File: src/fsft_pkg.sv
// ----------------------------------------------------------------------------
// fsft_pkg
// Shared types, constants and command encodings of the fan triangulator.
// ----------------------------------------------------------------------------
package fsft_pkg;

    // default coordinate width (Q7.8 at 16 bits)
    localparam int COORD_BITS_DEF = 16;

    // widths of the normal arithmetic
    localparam int MUL_W  = 32;
    localparam int WIDE_W = 64;
    localparam int NRM_W  = 16;
    localparam int STEP_W = 5;

    // one in Q1.14 and the near-zero bound on the squared cross length
    localparam logic [NRM_W-1:0] ONE_Q14      = 16'd16384;
    localparam logic [6:0]       NEAR_ZERO_SQ = 7'd43;

    // iteration counts of the sequenced units (last step index)
    localparam logic [STEP_W-1:0] CROSS_LAST  = 5'd6;
    localparam logic [STEP_W-1:0] SQUARE_LAST = 5'd3;
    localparam logic [STEP_W-1:0] SQRT_LAST   = 5'd30;
    localparam logic [STEP_W-1:0] DIV_LAST    = 5'd15;

    // lane codes for the three vector components / triangle corners
    localparam logic [1:0] LANE_0 = 2'd0;
    localparam logic [1:0] LANE_1 = 2'd1;
    localparam logic [1:0] LANE_2 = 2'd2;

    // vertex count codes
    localparam logic [1:0] CNT_NONE   = 2'd0;
    localparam logic [1:0] CNT_ANCHOR = 2'd1;
    localparam logic [1:0] CNT_TWO    = 2'd2;
    localparam logic [1:0] CNT_FULL   = 2'd3;

    typedef enum logic [3:0] {
        ST_IDLE,
        ST_DECIDE,
        ST_DIFF,
        ST_CROSS,
        ST_ABS,
        ST_DEGEN_CHK,
        ST_NORM,
        ST_SQUARE,
        ST_SQRT_INIT,
        ST_SQRT,
        ST_DIV_LOAD,
        ST_DIV,
        ST_DIV_STORE,
        ST_EMIT,
        ST_ADVANCE
    } t_state;

    typedef enum logic [3:0] {
        OP_NONE,
        OP_LOAD,
        OP_OPEN_FACE,
        OP_SECOND,
        OP_DIFF,
        OP_CROSS,
        OP_ABS,
        OP_DEGEN,
        OP_NORM,
        OP_SQUARE,
        OP_SQRT_INIT,
        OP_SQRT,
        OP_DIV_LOAD,
        OP_DIV,
        OP_DIV_STORE,
        OP_ADVANCE
    } t_dp_op;

    typedef struct packed {
        t_dp_op            op;
        logic [STEP_W-1:0] step;
        logic [1:0]        lane;
    } t_dp_cmd;

    typedef struct packed {
        logic       sof;
        logic [1:0] count;
        logic       skip;
        logic       degenerate;
        logic       mag_high;
        logic       mag_low;
    } t_dp_status;

endpackage

File: src/fsft_ctrl.sv
// ----------------------------------------------------------------------------
// fsft_ctrl
// Sequencer of the triangulator: walks the face state, the normal unit
// steps and the three-item triangle emission.
// ----------------------------------------------------------------------------
module fsft_ctrl (
    input  logic                 i_clk,
    input  logic                 i_rst_n,
    input  logic                 i_in_valid,
    output logic                 o_in_ready,
    output logic                 o_out_valid,
    input  logic                 i_out_ready,
    input  fsft_pkg::t_dp_status i_status,
    output fsft_pkg::t_dp_cmd    o_cmd
);

    fsft_pkg::t_state                r_state, n_state;
    logic [fsft_pkg::STEP_W-1:0]     r_step,  n_step;
    logic [1:0]                      r_lane,  n_lane;

    // state and counters
    always_ff @(posedge i_clk) begin
        if (!i_rst_n) begin
            r_state <= fsft_pkg::ST_IDLE;
            r_step  <= '0;
            r_lane  <= fsft_pkg::LANE_0;
        end else begin
            r_state <= n_state;
            r_step  <= n_step;
            r_lane  <= n_lane;
        end
    end

    // next state
    always_comb begin
        n_state = r_state;
        n_step  = r_step;
        n_lane  = r_lane;
        unique case (r_state)
            fsft_pkg::ST_IDLE: begin
                if (i_in_valid) n_state = fsft_pkg::ST_DECIDE;
            end
            fsft_pkg::ST_DECIDE: begin
                if (i_status.sof) begin
                    n_state = fsft_pkg::ST_IDLE;
                end else begin
                    unique case (i_status.count)
                        fsft_pkg::CNT_NONE:   n_state = fsft_pkg::ST_IDLE;
                        fsft_pkg::CNT_ANCHOR: n_state = fsft_pkg::ST_IDLE;
                        fsft_pkg::CNT_TWO:    n_state = fsft_pkg::ST_DIFF;
                        default: begin
                            n_state = i_status.skip ? fsft_pkg::ST_ADVANCE
                                                    : fsft_pkg::ST_EMIT;
                            n_lane  = fsft_pkg::LANE_0;
                        end
                    endcase
                end
            end
            fsft_pkg::ST_DIFF: begin
                n_state = fsft_pkg::ST_CROSS;
                n_step  = '0;
            end
            fsft_pkg::ST_CROSS: begin
                if (r_step == fsft_pkg::CROSS_LAST) n_state = fsft_pkg::ST_ABS;
                else n_step = r_step + 1'b1;
            end
            fsft_pkg::ST_ABS: n_state = fsft_pkg::ST_DEGEN_CHK;
            fsft_pkg::ST_DEGEN_CHK: begin
                if (i_status.degenerate) begin
                    n_state = i_status.skip ? fsft_pkg::ST_ADVANCE : fsft_pkg::ST_EMIT;
                    n_lane  = fsft_pkg::LANE_0;
                end else begin
                    n_state = fsft_pkg::ST_NORM;
                end
            end
            fsft_pkg::ST_NORM: begin
                if (!i_status.mag_high && !i_status.mag_low) begin
                    n_state = fsft_pkg::ST_SQUARE;
                    n_step  = '0;
                end
            end
            fsft_pkg::ST_SQUARE: begin
                if (r_step == fsft_pkg::SQUARE_LAST) n_state = fsft_pkg::ST_SQRT_INIT;
                else n_step = r_step + 1'b1;
            end
            fsft_pkg::ST_SQRT_INIT: begin
                n_state = fsft_pkg::ST_SQRT;
                n_step  = '0;
            end
            fsft_pkg::ST_SQRT: begin
                if (r_step == fsft_pkg::SQRT_LAST) begin
                    n_state = fsft_pkg::ST_DIV_LOAD;
                    n_lane  = fsft_pkg::LANE_0;
                end else begin
                    n_step = r_step + 1'b1;
                end
            end
            fsft_pkg::ST_DIV_LOAD: begin
                n_state = fsft_pkg::ST_DIV;
                n_step  = '0;
            end
            fsft_pkg::ST_DIV: begin
                if (r_step == fsft_pkg::DIV_LAST) n_state = fsft_pkg::ST_DIV_STORE;
                else n_step = r_step + 1'b1;
            end
            fsft_pkg::ST_DIV_STORE: begin
                if (r_lane == fsft_pkg::LANE_2) begin
                    n_state = i_status.skip ? fsft_pkg::ST_ADVANCE : fsft_pkg::ST_EMIT;
                    n_lane  = fsft_pkg::LANE_0;
                end else begin
                    n_state = fsft_pkg::ST_DIV_LOAD;
                    n_lane  = r_lane + 1'b1;
                end
            end
            fsft_pkg::ST_EMIT: begin
                if (i_out_ready) begin
                    if (r_lane == fsft_pkg::LANE_2) n_state = fsft_pkg::ST_ADVANCE;
                    else n_lane = r_lane + 1'b1;
                end
            end
            fsft_pkg::ST_ADVANCE: n_state = fsft_pkg::ST_IDLE;
            default: n_state = fsft_pkg::ST_IDLE;
        endcase
    end

    // outputs and datapath commands
    always_comb begin
        o_in_ready  = 1'b0;
        o_out_valid = 1'b0;
        o_cmd.op    = fsft_pkg::OP_NONE;
        o_cmd.step  = r_step;
        o_cmd.lane  = r_lane;
        unique case (r_state)
            fsft_pkg::ST_IDLE: begin
                o_in_ready = 1'b1;
                if (i_in_valid) o_cmd.op = fsft_pkg::OP_LOAD;
            end
            fsft_pkg::ST_DECIDE: begin
                if (i_status.sof) o_cmd.op = fsft_pkg::OP_OPEN_FACE;
                else if (i_status.count == fsft_pkg::CNT_ANCHOR)
                    o_cmd.op = fsft_pkg::OP_SECOND;
            end
            fsft_pkg::ST_DIFF:      o_cmd.op = fsft_pkg::OP_DIFF;
            fsft_pkg::ST_CROSS:     o_cmd.op = fsft_pkg::OP_CROSS;
            fsft_pkg::ST_ABS:       o_cmd.op = fsft_pkg::OP_ABS;
            fsft_pkg::ST_DEGEN_CHK: begin
                if (i_status.degenerate) o_cmd.op = fsft_pkg::OP_DEGEN;
            end
            fsft_pkg::ST_NORM:      o_cmd.op = fsft_pkg::OP_NORM;
            fsft_pkg::ST_SQUARE:    o_cmd.op = fsft_pkg::OP_SQUARE;
            fsft_pkg::ST_SQRT_INIT: o_cmd.op = fsft_pkg::OP_SQRT_INIT;
            fsft_pkg::ST_SQRT:      o_cmd.op = fsft_pkg::OP_SQRT;
            fsft_pkg::ST_DIV_LOAD:  o_cmd.op = fsft_pkg::OP_DIV_LOAD;
            fsft_pkg::ST_DIV:       o_cmd.op = fsft_pkg::OP_DIV;
            fsft_pkg::ST_DIV_STORE: o_cmd.op = fsft_pkg::OP_DIV_STORE;
            fsft_pkg::ST_EMIT:      o_out_valid = 1'b1;
            fsft_pkg::ST_ADVANCE:   o_cmd.op = fsft_pkg::OP_ADVANCE;
            default:                o_cmd.op = fsft_pkg::OP_NONE;
        endcase
    end

`ifndef NO_ASSERTIONS
    // the division lane index never leaves the three components
    a_lane_range: assert property (@(posedge i_clk) disable iff (!i_rst_n)
        r_lane != 2'd3)
        else $error("lane index out of range");

    // a face that reaches emission has a normal and is not hidden
    a_emit_face: assert property (@(posedge i_clk) disable iff (!i_rst_n)
        o_out_valid |-> !i_status.skip && !i_status.sof)
        else $error("emission for a hidden or unopened face");

    // the normal unit starts only on the third vertex of a face
    a_diff_third: assert property (@(posedge i_clk) disable iff (!i_rst_n)
        (r_state == fsft_pkg::ST_DIFF) |-> i_status.count == fsft_pkg::CNT_TWO)
        else $error("normal computed outside the third vertex");
`endif

endmodule

File: config.mk
export PLATFORM = sky130hd
export DESIGN_NAME = fsft_ctrl
export DESIGN_NICKNAME = d
export VERILOG_FILES = /design/src/fsft_pkg.sv /design/src/fsft_ctrl.sv
export SDC_FILE = /design/constraint.sdc
export NUM_CORES = 1
export LEC_CHECK = 0
export BUFFER_PORTS_ARGS = -buffer_cell sky130_fd_sc_hd__clkbuf_2
export CAP_MARGIN = 20
export CORE_MARGIN = 2
export CORE_UTILIZATION = 55
export CTS_BUF_LIST = sky130_fd_sc_hd__clkbuf_8 sky130_fd_sc_hd__clkbuf_16
export CTS_CLUSTER_DIAMETER = 50
export DETAILED_ROUTE_END_ITERATION = 7
export GPL_ROUTABILITY_DRIVEN = 0
export PLACE_DENSITY = 0.77
export SYNTH_ARGS = -nofsm -noshare
export SYNTH_HDL_FRONTEND = slang
export SYNTH_SLANG_ARGS = --single-unit
File: constraint.sdc
create_clock -name i_clk -period 2.9 [get_ports i_clk]
set_clock_uncertainty 0.05 [all_clocks]
set_input_delay 0.29 -clock i_clk [delete_from_list [all_inputs] [get_ports i_clk]]
set_output_delay 0.29 -clock i_clk [all_outputs]
set_load 0.02 [all_outputs]
==> summary.md, run 1 <==
| Metric | Value |
|---|---|
| Status | complete, no violations |
| Relative slew slack | 0.541 |
| Height of the die | 50.0 µm |
| Syn_nets | 172 |
| All-Layer GR Usage | 0.250 |
| Max-cap violations | 0 |
| Synth warnings | 0 |
| Period Utilization, post-route | 0.874 |
| Final Worst Setup Slack | approximately 0.37 ns |
| Vias in the first global route | 1107 |
| DRT iter0 DRCs | 44 |
| Seq/Total Area, Yosys | 0.189 |
| Num Clock Sinks | 11 |
| Yosys top cell area share | 0.189 |
| Pre-Repair DR Iteration Count | 4 |
| Synth Area in Compound Gates | 0.325 |
| Flop2flop setup slack | 0.72 ns |
| Fin nets | 193 |
| Crit path from | r_state[3] |
| Synth Cell Area | approximately 1200 µm² |
| Buf/Inv on CP | 1 |
| Critical-path top delay cell | dfxtp_1 |
| Post-synth ARST share | 0 |
| Synth Register Bits | 11 |
| PortBufs | 23 |
| Via-to-Cell Ratio | 6.14 |
| Initial antenna violation count | 0 |
| CTS tree | built |
| Peak supply drop | 0.531 mV |
| Post_cts resized | 0 |
| Endpoints failing setup | 0 |
| Area leader, netlist | dfxtp_1 |
| Critical path type | reg -> out |
| Max frequency | 395 MHz |
| Sequential share of power | 0.238 |
| Yosys cell types | 48 |
| Minimum clock period | 2.53 ns |
| Top area cells in the synthesized netlist | dfxtp_1 19%, ha_1 6.4%, a21oi_1 6.0% |
| Logic pwr share | 0.613 |
| HP Class | in -> reg |
| Num rows | 16 |
| Largest family of logic cells by synthesized area | compound AO/OA/AOI/OAI gates |
| Hold wc startpoint | i_rst_n |
| Die Wd | 50.0 µm |
| Post-route setup TNS | 0 ns |
| Detailed placement HPWL | between 2000 and 2500 µm |
| LEAKAGE | 0.593 nW |
| Total Power | 974 µW |
| Die ar. | 2500 µm² |
| WL per Instance | 14.2 µm |
| Worst EP required | 2.56 ns |
| Cells after Synth | 155 |
| Drt total wl | 2870 µm |
| Crit-path max cell delay | between 0.5 and 0.6 ns |
| First-pass GRT wire length | 4920 µm |
| Clk Latency, worst-skew pair | 0.23 ns |
| DRC errors left | 0 |
| # diodes | 0 |
| Reg-to-reg startpoint | r_state[3] |
| Unrepaired setup endpoints after global routing | no |
| Internal power | 505 µW |
| Remaining antenna violation count | 0 |
| Share of layout cells above drive strength 1 | 0.206 |
| Net Sw Power | 469 µW |
| Cts hold-fix bufs | 0 |
| Post-Synth Simple-Gate Area | 0.285 |
| Kind of end point of the critical path | primary output |
| Pin count of the biggest net entering global routing | 23 |
| Fillers | 186 |
| R2R cell count | 5 |
| XOR/XNOR Fraction of Synth Area | 0 |
| EDFF count, synth | 0 |
| Core Footprint | 1980 µm² |
| Cell Area, Placed | 1280 µm² |
| Crit path top cell by count | or3_1 |
| Initial Utilization | 0.588 |
| Switching Share | 0.482 |
| Final Cell Area | 1320 µm² |
| Hold Violations, Final | 0 |
| CTS Root Cell | clkbuf_8 |
| Worst Path Arrival | 2.19 ns |
| Synth Flop Type | dfxtp_1 |
| Critical Path Start Type | flip-flop |
| Setup WS pre-CTS | 0.621 ns |
| Critical Path, Cell by Cell | or2_2 > or3_1 > or3_1 > a22oi_1 > clkbuf_2 |
| Hold EP | r_state[0] |
| Family with the most delay on the worst path | simple AND/OR/NAND/NOR gates |
| Reg clk slew, reported paths | 0.05 ns |
| Worst-Margin Slew | 0.688 ns |
| Post-synthesis adder-cell area fraction | 0.0644 |
| Via count | about 1200 |
| Overflow after GRT | 0 |
| Mux cell area share after synthesis | 0.0430 |
| Worst r2r dst | r_lane[1] |
| Mean post-synth cell area | 7.52 µm² |
| # IOs | 24 |
| Synth-to-layout area growth | 13.4% |
| Postcts setup bufs | 0 |
| CTS buffer count | 3 |
| Clk buf depth | 2 |
| Worst Path Max Fanout | 22 |
| Pwr Density | 737 nW/µm² |
| Clock power frac | 0.149 |
| Fin. max-slew vios | 0 |
| H-tree depth | 1 |
| Hold depth | 2 |
-- how the worst max path moves through the flow --
stage | endpoint | slack (ns) | cells after the start
2_1_floorplan | r_lane[1] | 0.83 | 7
3_3_place_gp | o_cmd[7] | 0.66 | 5
3_5_place_dp | o_cmd[7] | 0.62 | 5
4_1_cts | o_cmd[7] | 0.37 | 5
5_1_grt | o_cmd[7] | 0.19 | 5
6_report | o_cmd[7] | 0.37 | 5
-- routing by layer --
metal,track usage,up-vias,wire length [µm]
met3,0.0333,6,164
li1,-,624,-
met2,0.395,48,1350
met4,0.0694,0,49
met1,0.351,562,1300
met5,0,-,0
-- worst register-to-register path: stages, from the launching register on --
cell      delay (ns)
dfxtp_1         0.76
nand2b_1        0.14
a311oi_2        0.34
o211ai_2        0.16
or4_1           0.50
a21oi_1         0.15
-- placed cells by master (no fill, tap or decap), types with 2 or more instances in the layout --
cell type  synthesis  final
clkbuf_2           0     23
or3_1              4      4
and3_1             3      3
o211ai_1           2      2
a21oi_1           14     14
nor3_1             3      3
ha_1               6      6
o21ai_0           10     10
buf_4              0      3
a22oi_1            3      3
nor2_1             6      6
o211a_1            2      2
nand4_1            4      4
nand3_1            2      2
nand2b_1           7      7
nor2b_1            4      4
mux2i_1            5      5
dfxtp_1           11     11
nand2_1           13     13
o311a_1            2      2
o221ai_1           3      3
clkbuf_8           0      3
nor4_1             4      4
or4_1              2      2
inv_1             13     14
-- metrics by stage --
stage	util	hold WS, ns	instances
6_report	0.667	0.326	202
5_1_grt	0.667	0.342	202
4_1_cts	0.667	0.320	202
3_5_place_dp	0.644	0.446	198
3_3_place_gp	0.644	0.432	198
2_1_floorplan	-	0.504	155
-- final cells by class --
cell class / instances / area [µm²] / share of cell area
Sequential cell: 11 / 220 / 0.167
Tap cell: 27 / 33.8 / 0.0256
Inverter: 13 / 48.8 / 0.0369
Timing Repair Buffer: 26 / 138 / 0.104
Clock inverter: 1 / 3.75 / 0.00284
Clock buffer: 3 / 41.3 / 0.0312
Multi-Input combinational cell: 121 / 836 / 0.633
-- synth_stat cells, drive strengths merged (2+ instances only) --
cell    number
buf          9
o211ai       3
or2          2
or4          2
o31ai        2
nor2         6
o21ai       10
ha           6
or3          4
nor3         3
dfxtp       11
mux2i        5
nand3        2
inv         13
nand2       13
o221ai       3
o311a        2
nor2b        4
nand4        4
nand2b       7
nor4         4
a22oi        3
and3         3
o211a        2
a21oi       14
-- flip-flops by register name, indices dropped and copies added, names as in the netlist --
signal and cells:
r_lane 2, r_state 4, r_step 5
-- cells by family after synthesis --
family | count (synthesis)
DFF | 11
and+or+nand+nor | 59
buffers and inverters | 23
AOI/OAI and AO/OA | 51
muxes | 5
adders and majority gates | 6
-- power by group through the flow --
stage | sequential, mW | combinational [mW] | clock, mW
floorplan | 0.198 | 0.503 | 0
global placement | 0.231 | 0.587 | 0
detailed placement | 0.234 | 0.589 | 0
CTS | 0.231 | 0.593 | 0.149
global route | 0.241 | 0.665 | 0.157
finish | 0.232 | 0.597 | 0.145
Power figures use the tool's default switching activity.
==> run 2, diff against run 1 <==
--- a/config.mk
+++ b/config.mk
@@ -13,7 +13,7 @@
 export CTS_CLUSTER_DIAMETER = 50
 export DETAILED_ROUTE_END_ITERATION = 7
 export GPL_ROUTABILITY_DRIVEN = 0
-export PLACE_DENSITY = 0.77
+export PLACE_DENSITY = 0.82
 export SYNTH_ARGS = -nofsm -noshare
 export SYNTH_HDL_FRONTEND = slang
 export SYNTH_SLANG_ARGS = --single-unit
==> summary.md, run 2 (synthesis results as in run 1) <==
| Metric | Value |
|---|---|
| Status | complete, no violations |
| Clk Latency, worst-skew pair | roughly 0.24 ns |
| Share of layout cells above drive strength 1 | 0.206 |
| Height of the die | approximately 50 µm |
| Critical path type | reg -> out |
| CTS buffer count | 3 |
| Via count | 1301 |
| All-Layer GR Usage | 0.265 |
| Synth-to-layout area growth | 13.4% |
| Worst Path Max Fanout | 22 |
| Clk buf depth | 2 |
| Initial antenna violation count | 0 |
| Post_cts resized | 0 |
| Pin count of the biggest net entering global routing | 23 |
| Via-to-Cell Ratio | 6.44 |
| Hold wc startpoint | i_rst_n |
| Worst EP required | 2.56 ns |
| Period Utilization, post-route | 0.880 |
| # IOs | 24 |
| Critical Path Start Type | flip-flop |
| HP Class | in -> reg |
| Hold Violations, Final | 0 |
| Max frequency | 392 MHz |
| DRC errors left | 0 |
| Cts hold-fix bufs | 0 |
| Largest regs | r_step x5, r_state x4, r_lane x2 |
| Num Clock Sinks | 11 |
| Reg-to-reg startpoint | r_lane[0] |
| CTS Root Cell | clkbuf_8 |
| Flop2flop setup slack | 0.65 ns |
| Pwr Density | 754 nW/µm² |
| First-pass GRT wire length | between 5000 and 6000 µm |
| Drt total wl | 3130 µm |
| Fin. max-slew vios | 0 |
| LEAKAGE | 0.593 nW |
| Hold EP | r_state[3] |
| Postcts setup bufs | 0 |
| Worst-Margin Slew | 0.674 ns |
| Endpoints failing setup | 0 |
| Relative slew slack | 0.550 |
| Fin nets | 193 |
| Remaining antenna violation count | 0 |
| Minimum clock period | 2.55 ns |
| Overflow after GRT | 0 |
| Total Power | 996 µW |
| Kind of end point of the critical path | primary output |
| Die Wd | 50.0 µm |
| Worst Path Arrival | 2.21 ns |
| Detailed placement HPWL | 2360 µm |
| Die ar. | 2500 µm² |
| DRT iter0 DRCs | 75 |
| PortBufs | 23 |
| R2R cell count | 7 |
| Most frequent cells in the layout | 23 x clkbuf_2, 14 x inv_1, 14 x a21oi_1 |
| Core Footprint | 1980 µm² |
| Unrepaired setup endpoints after global routing | no |
| Vias in the first global route | 1086 |
| Max FFs per register | 5 |
| Hold depth | 2 |
| # diodes | 0 |
| Most flops, register | r_step |
| Initial Utilization | 0.588 |
| Fillers | 159 |
| Post-route setup TNS | 0 ns |
| Worst r2r dst | r_lane[1] |
| Peak supply drop | about 0.56 mV |
| H-tree depth | 1 |
| Max-cap violations | 0 |
| WL per Instance | 15.5 µm |
| Pre-Repair DR Iteration Count | 4 |
| Reg clk slew, reported paths | 0.05 ns |
| Num rows | 16 |
| CTS tree | built |
| Most common cell after layout, fill and taps aside | clkbuf_2 |
-- run 2: cell counts in the layout (fill, tap and decap cells not counted) --
Identical to the previous run, type by type.
-- run 2: worst max-delay path by stage --
stage                     slack [ns]       start   endpoint  depth (start not counted)
final                           0.35  r_state[3]   o_cmd[7]                          5
after global routing            0.25  r_state[3]   o_cmd[7]                          5
after detailed placement        0.64  r_state[3]   o_cmd[7]                          5
after global placement          0.68  r_state[3]   o_cmd[7]                          5
after floorplan                 0.83   r_lane[0]  r_lane[1]                          7
after CTS                       0.38  r_state[3]   o_cmd[7]                          5
-- run 2: routing by layer --
metal  global-route usage  vias to the layer above  wire, µm
met4                0.139                        0        77
met1                0.367                      596      1400
met5                    0                        -         0
met3               0.0273                       10       205
met2                0.399                       71      1450
li1                     -                      624         -
-- run 2: area by class of cell --
type	count	area, µm²	share of cell area
Multi-Input combinational cell	121	836	0.633
Inverter	13	48.8	0.0369
Clock inverter	1	3.75	0.00284
Tap cell	27	33.8	0.0256
Sequential cell	11	220	0.167
Clock buffer	3	41.3	0.0312
Timing Repair Buffer	26	138	0.104
-- run 2: stage by stage --
step | util | hold slack [ns] | cell area, µm² | setup WS [ns] | std cells
6_report | 0.667 | 0.330 | 1320 | 0.349 | 202
5_1_grt | 0.667 | 0.354 | 1320 | 0.252 | 202
4_1_cts | 0.667 | 0.328 | 1320 | 0.379 | 202
3_5_place_dp | 0.644 | 0.439 | 1280 | 0.643 | 198
3_3_place_gp | 0.644 | 0.429 | 1280 | 0.676 | 198
2_1_floorplan | - | 0.504 | 1160 | 0.827 | 155
-- run 2: worst max-delay path: stages, from the launching register on --
cell and delay, ns:
dfxtp_1 0.52, or2_2 0.41, or3_1 0.37, or3_1 0.32
a22oi_1 0.15, clkbuf_2 0.19
-- run 2: power breakdown --
part           total [mW]  internal (mW)  switching (mW)  leakage, nW
logic               0.613          0.237           0.376        0.477
clock network       0.151         0.0929          0.0582       0.0269
registers           0.232          0.175          0.0562       0.0894
total               0.996          0.506           0.490        0.593
==> run 3, diff against run 2 <==
--- a/config.mk
+++ b/config.mk
@@ -5,6 +5,7 @@
 export SDC_FILE = /design/constraint.sdc
 export NUM_CORES = 1
 export LEC_CHECK = 0
+export ABC_AREA = 1
 export BUFFER_PORTS_ARGS = -buffer_cell sky130_fd_sc_hd__clkbuf_2
 export CAP_MARGIN = 20
 export CORE_MARGIN = 2
@@ -13,7 +14,7 @@
 export CTS_CLUSTER_DIAMETER = 50
 export DETAILED_ROUTE_END_ITERATION = 7
 export GPL_ROUTABILITY_DRIVEN = 0
-export PLACE_DENSITY = 0.82
+export PLACE_DENSITY = 0.81
 export SYNTH_ARGS = -nofsm -noshare
 export SYNTH_HDL_FRONTEND = slang
 export SYNTH_SLANG_ARGS = --single-unit
==> summary.md, run 3 <==
| Metric | Value |
|---|---|
| Synth Register Bits | 11 |
| Critical path type | reg -> out |
| CTS Root Cell | clkbuf_8 |
| All-Layer GR Usage | 0.247 |
| Minimum clock period | between 2 and 2.5 ns |
| Seq/Total Area, Yosys | 0.177 |
| Post_cts resized | 0 |
| Post-route setup TNS | 0 ns |
| Pre-Repair DR Iteration Count | 4 |
| Most numerous cell in the Yosys netlist | nand2_1 |
| Unrepaired setup endpoints after global routing | no |
| Detailed placement HPWL | ~2400 µm |
| Synth Flop Type | dfxtp_1 |
| EDFF count, synth | 0 |
| Max FFs per register | 5 |
| Initial Utilization | 0.574 |
| PortBufs | 23 |
| # diodes | 0 |
| Total Power | 583 µW |
| Worst Path Arrival | 1.72 ns |
| Synth Cell Area | 1250 µm² |
| Vias in the first global route | 1190 |
| CTS buffer count | 3 |
| Overflow after GRT | 0 |
| Most flops, register | r_step |
| Most common cell after layout, fill and taps aside | nand2_1 |
| Remaining antenna violation count | 0 |
| Via-to-Cell Ratio | 5.01 |
| Clk buf depth | 2 |
| Yosys cell types | 29 |
| WL per Instance | 10.8 µm |
| Core Footprint | 2170 µm² |
| Post-synth ARST share | 0 |
| First-pass GRT wire length | between 5000 and 6000 µm |
| Area leader, netlist | dfxtp_1 |
| Status | complete, no violations |
| HP Class | in -> reg |
| Max-cap violations | 0 |
| Critical Path Start Type | flip-flop |
| Die Wd | ~52 µm |
| Drt total wl | 2860 µm |
| H-tree depth | 1 |
| Endpoints failing setup | 0 |
| DRT iter0 DRCs | 43 |
| Peak supply drop | 0.390 mV |
| Cts hold-fix bufs | 0 |
| CTS tree | built |
| Die ar. | 2660 µm² |
| Cells after Synth | between 200 and 250 |
| Clk Latency, worst-skew pair | 0.24 ns |
| Period Utilization, post-route | 0.712 |
| Worst-Margin Slew | 0.469 ns |
| LEAKAGE | 0.709 nW |
| Reg clk slew, reported paths | 0.04 ns |
| Syn_nets | 230 |
| Initial antenna violation count | 0 |
| # IOs | 24 |
| Synth warnings | 0 |
| Fin nets | 254 |
| Hold Violations, Final | 0 |
| Top area cells in the synthesized netlist | dfxtp_1 18%, nand2_1 17%, nor2_1 11% |
| Share of layout cells above drive strength 1 | 0.229 |
| Most frequent cells in the layout | 57 x nand2_1, 35 x nor2_1, 24 x inv_1 |
| Setup WS pre-CTS | 1.09 ns |
| Worst EP required | 2.56 ns |
| Synth-to-layout area growth | 12.3% |
| Max frequency | just under 500 MHz |
| Mean post-synth cell area | 5.85 µm² |
| Fin. max-slew vios | 0 |
| Post-synth top cells | 57 x nand2_1, 35 x nor2_1, 23 x inv_1, 15 x nand3_1, 13 x a21oi_1 |
| DRC errors left | 0 |
| Pin count of the biggest net entering global routing | 10 |
| Num rows | 17 |
| Pwr Density | 417 nW/µm² |
| Via count | 1323 |
| Num Clock Sinks | 11 |
| Postcts setup bufs | 0 |
| Height of the die | about 52 µm |
| Final Worst Setup Slack | 0.836 ns |
| Yosys top cell area share | 0.177 |
| Kind of end point of the critical path | primary output |
| Largest regs | r_step x5, r_state x4, r_lane x2 |
| Relative slew slack | 0.687 |
| Worst Path Max Fanout | 9 |
| Post-layout util | 0.645 |
run 3: cell count changes in the layout (fill, tap and decap cells not counted), moves of 5 or more:
cell | before | now
nor2_2 | 0 | 7
inv_2 | 0 | 6
nand3_1 | 2 | 15
nand2b_1 | 7 | 0
nor2_4 | 0 | 5
mux2i_1 | 5 | 0
o21ai_0 | 10 | 5
nand2_1 | 13 | 57
nor2_1 | 6 | 35
inv_1 | 14 | 24
run 3: cell families (layout without fill, tap and decap cells):
group	after synthesis	in the layout	synth area share
adder cells (fa/ha/maj)	6	6	0.0602
flip-flops	11	11	0.177
buffers and inverters	34	57	0.126
XOR/XNOR	2	2	0.0141
AND/OR/NAND/NOR	136	136	0.515
AO/OA/AOI/OAI	24	24	0.108
run 3: cell type report:
type	instances	area [µm²]
Clock buffer	3	41.3
Sequential cell	11	220
Timing Repair Buffer	23	115
Multi-Input combinational cell	168	870
Tap cell	28	35.0
Fill cell	215	769
Inverter	30	115
Clock inverter	1	3.75
run 3: metal layers:
layer / GRT usage / routed length [µm] / share of wire / vias up
li1: - / - / - / 719
met1: 0.328 / 1380 / 0.48 / 558
met2: 0.404 / 1270 / 0.44 / 38
met3: 0.0287 / 154 / 0.054 / 8
met4: 0.105 / 65 / 0.023 / 0
met5: 0 / 0 / 0 / -
run 3: where the power goes:
part / switching [mW] / internal [mW]
Clock: 0.0558 / 0.0928
Sequential: 0.0273 / 0.166
Combinational: 0.161 / 0.0809
Total: 0.244 / 0.339
run 3: path summary, 6_finish.rpt:
| kind | start | slack (ns) | endpoint | cells after the start |
|---|---|---|---|---|
| worst max register to register | r_step[0] | 1.18 | r_state[0] | 12 |
| worst min-delay path | i_rst_n | 0.24 | r_lane[1] | 3 |
| worst min register to register | r_lane[0] | 0.46 | r_lane[0] | 2 |
| worst max-delay path | r_state[0] | 0.84 | o_cmd[9] | 7 |
run 3: metrics by stage:
stage                     hold WS (ns)  cell area (µm²)  instances
final                            0.243             1400        264
after global placement           0.458             1360        260
after detailed placement         0.463             1360        260
after global routing             0.286             1400        264
after CTS                        0.245             1400        264
after floorplan                  0.360             1250        213
run 3: critical path: stages (launching register included):
cell	delay, ns
dfxtp_1	0.55
inv_2	0.11
nor2_4	0.14
nand2_1	0.10
nor2_1	0.17
a21oi_1	0.08
a21oi_1	0.14
clkbuf_2	0.18
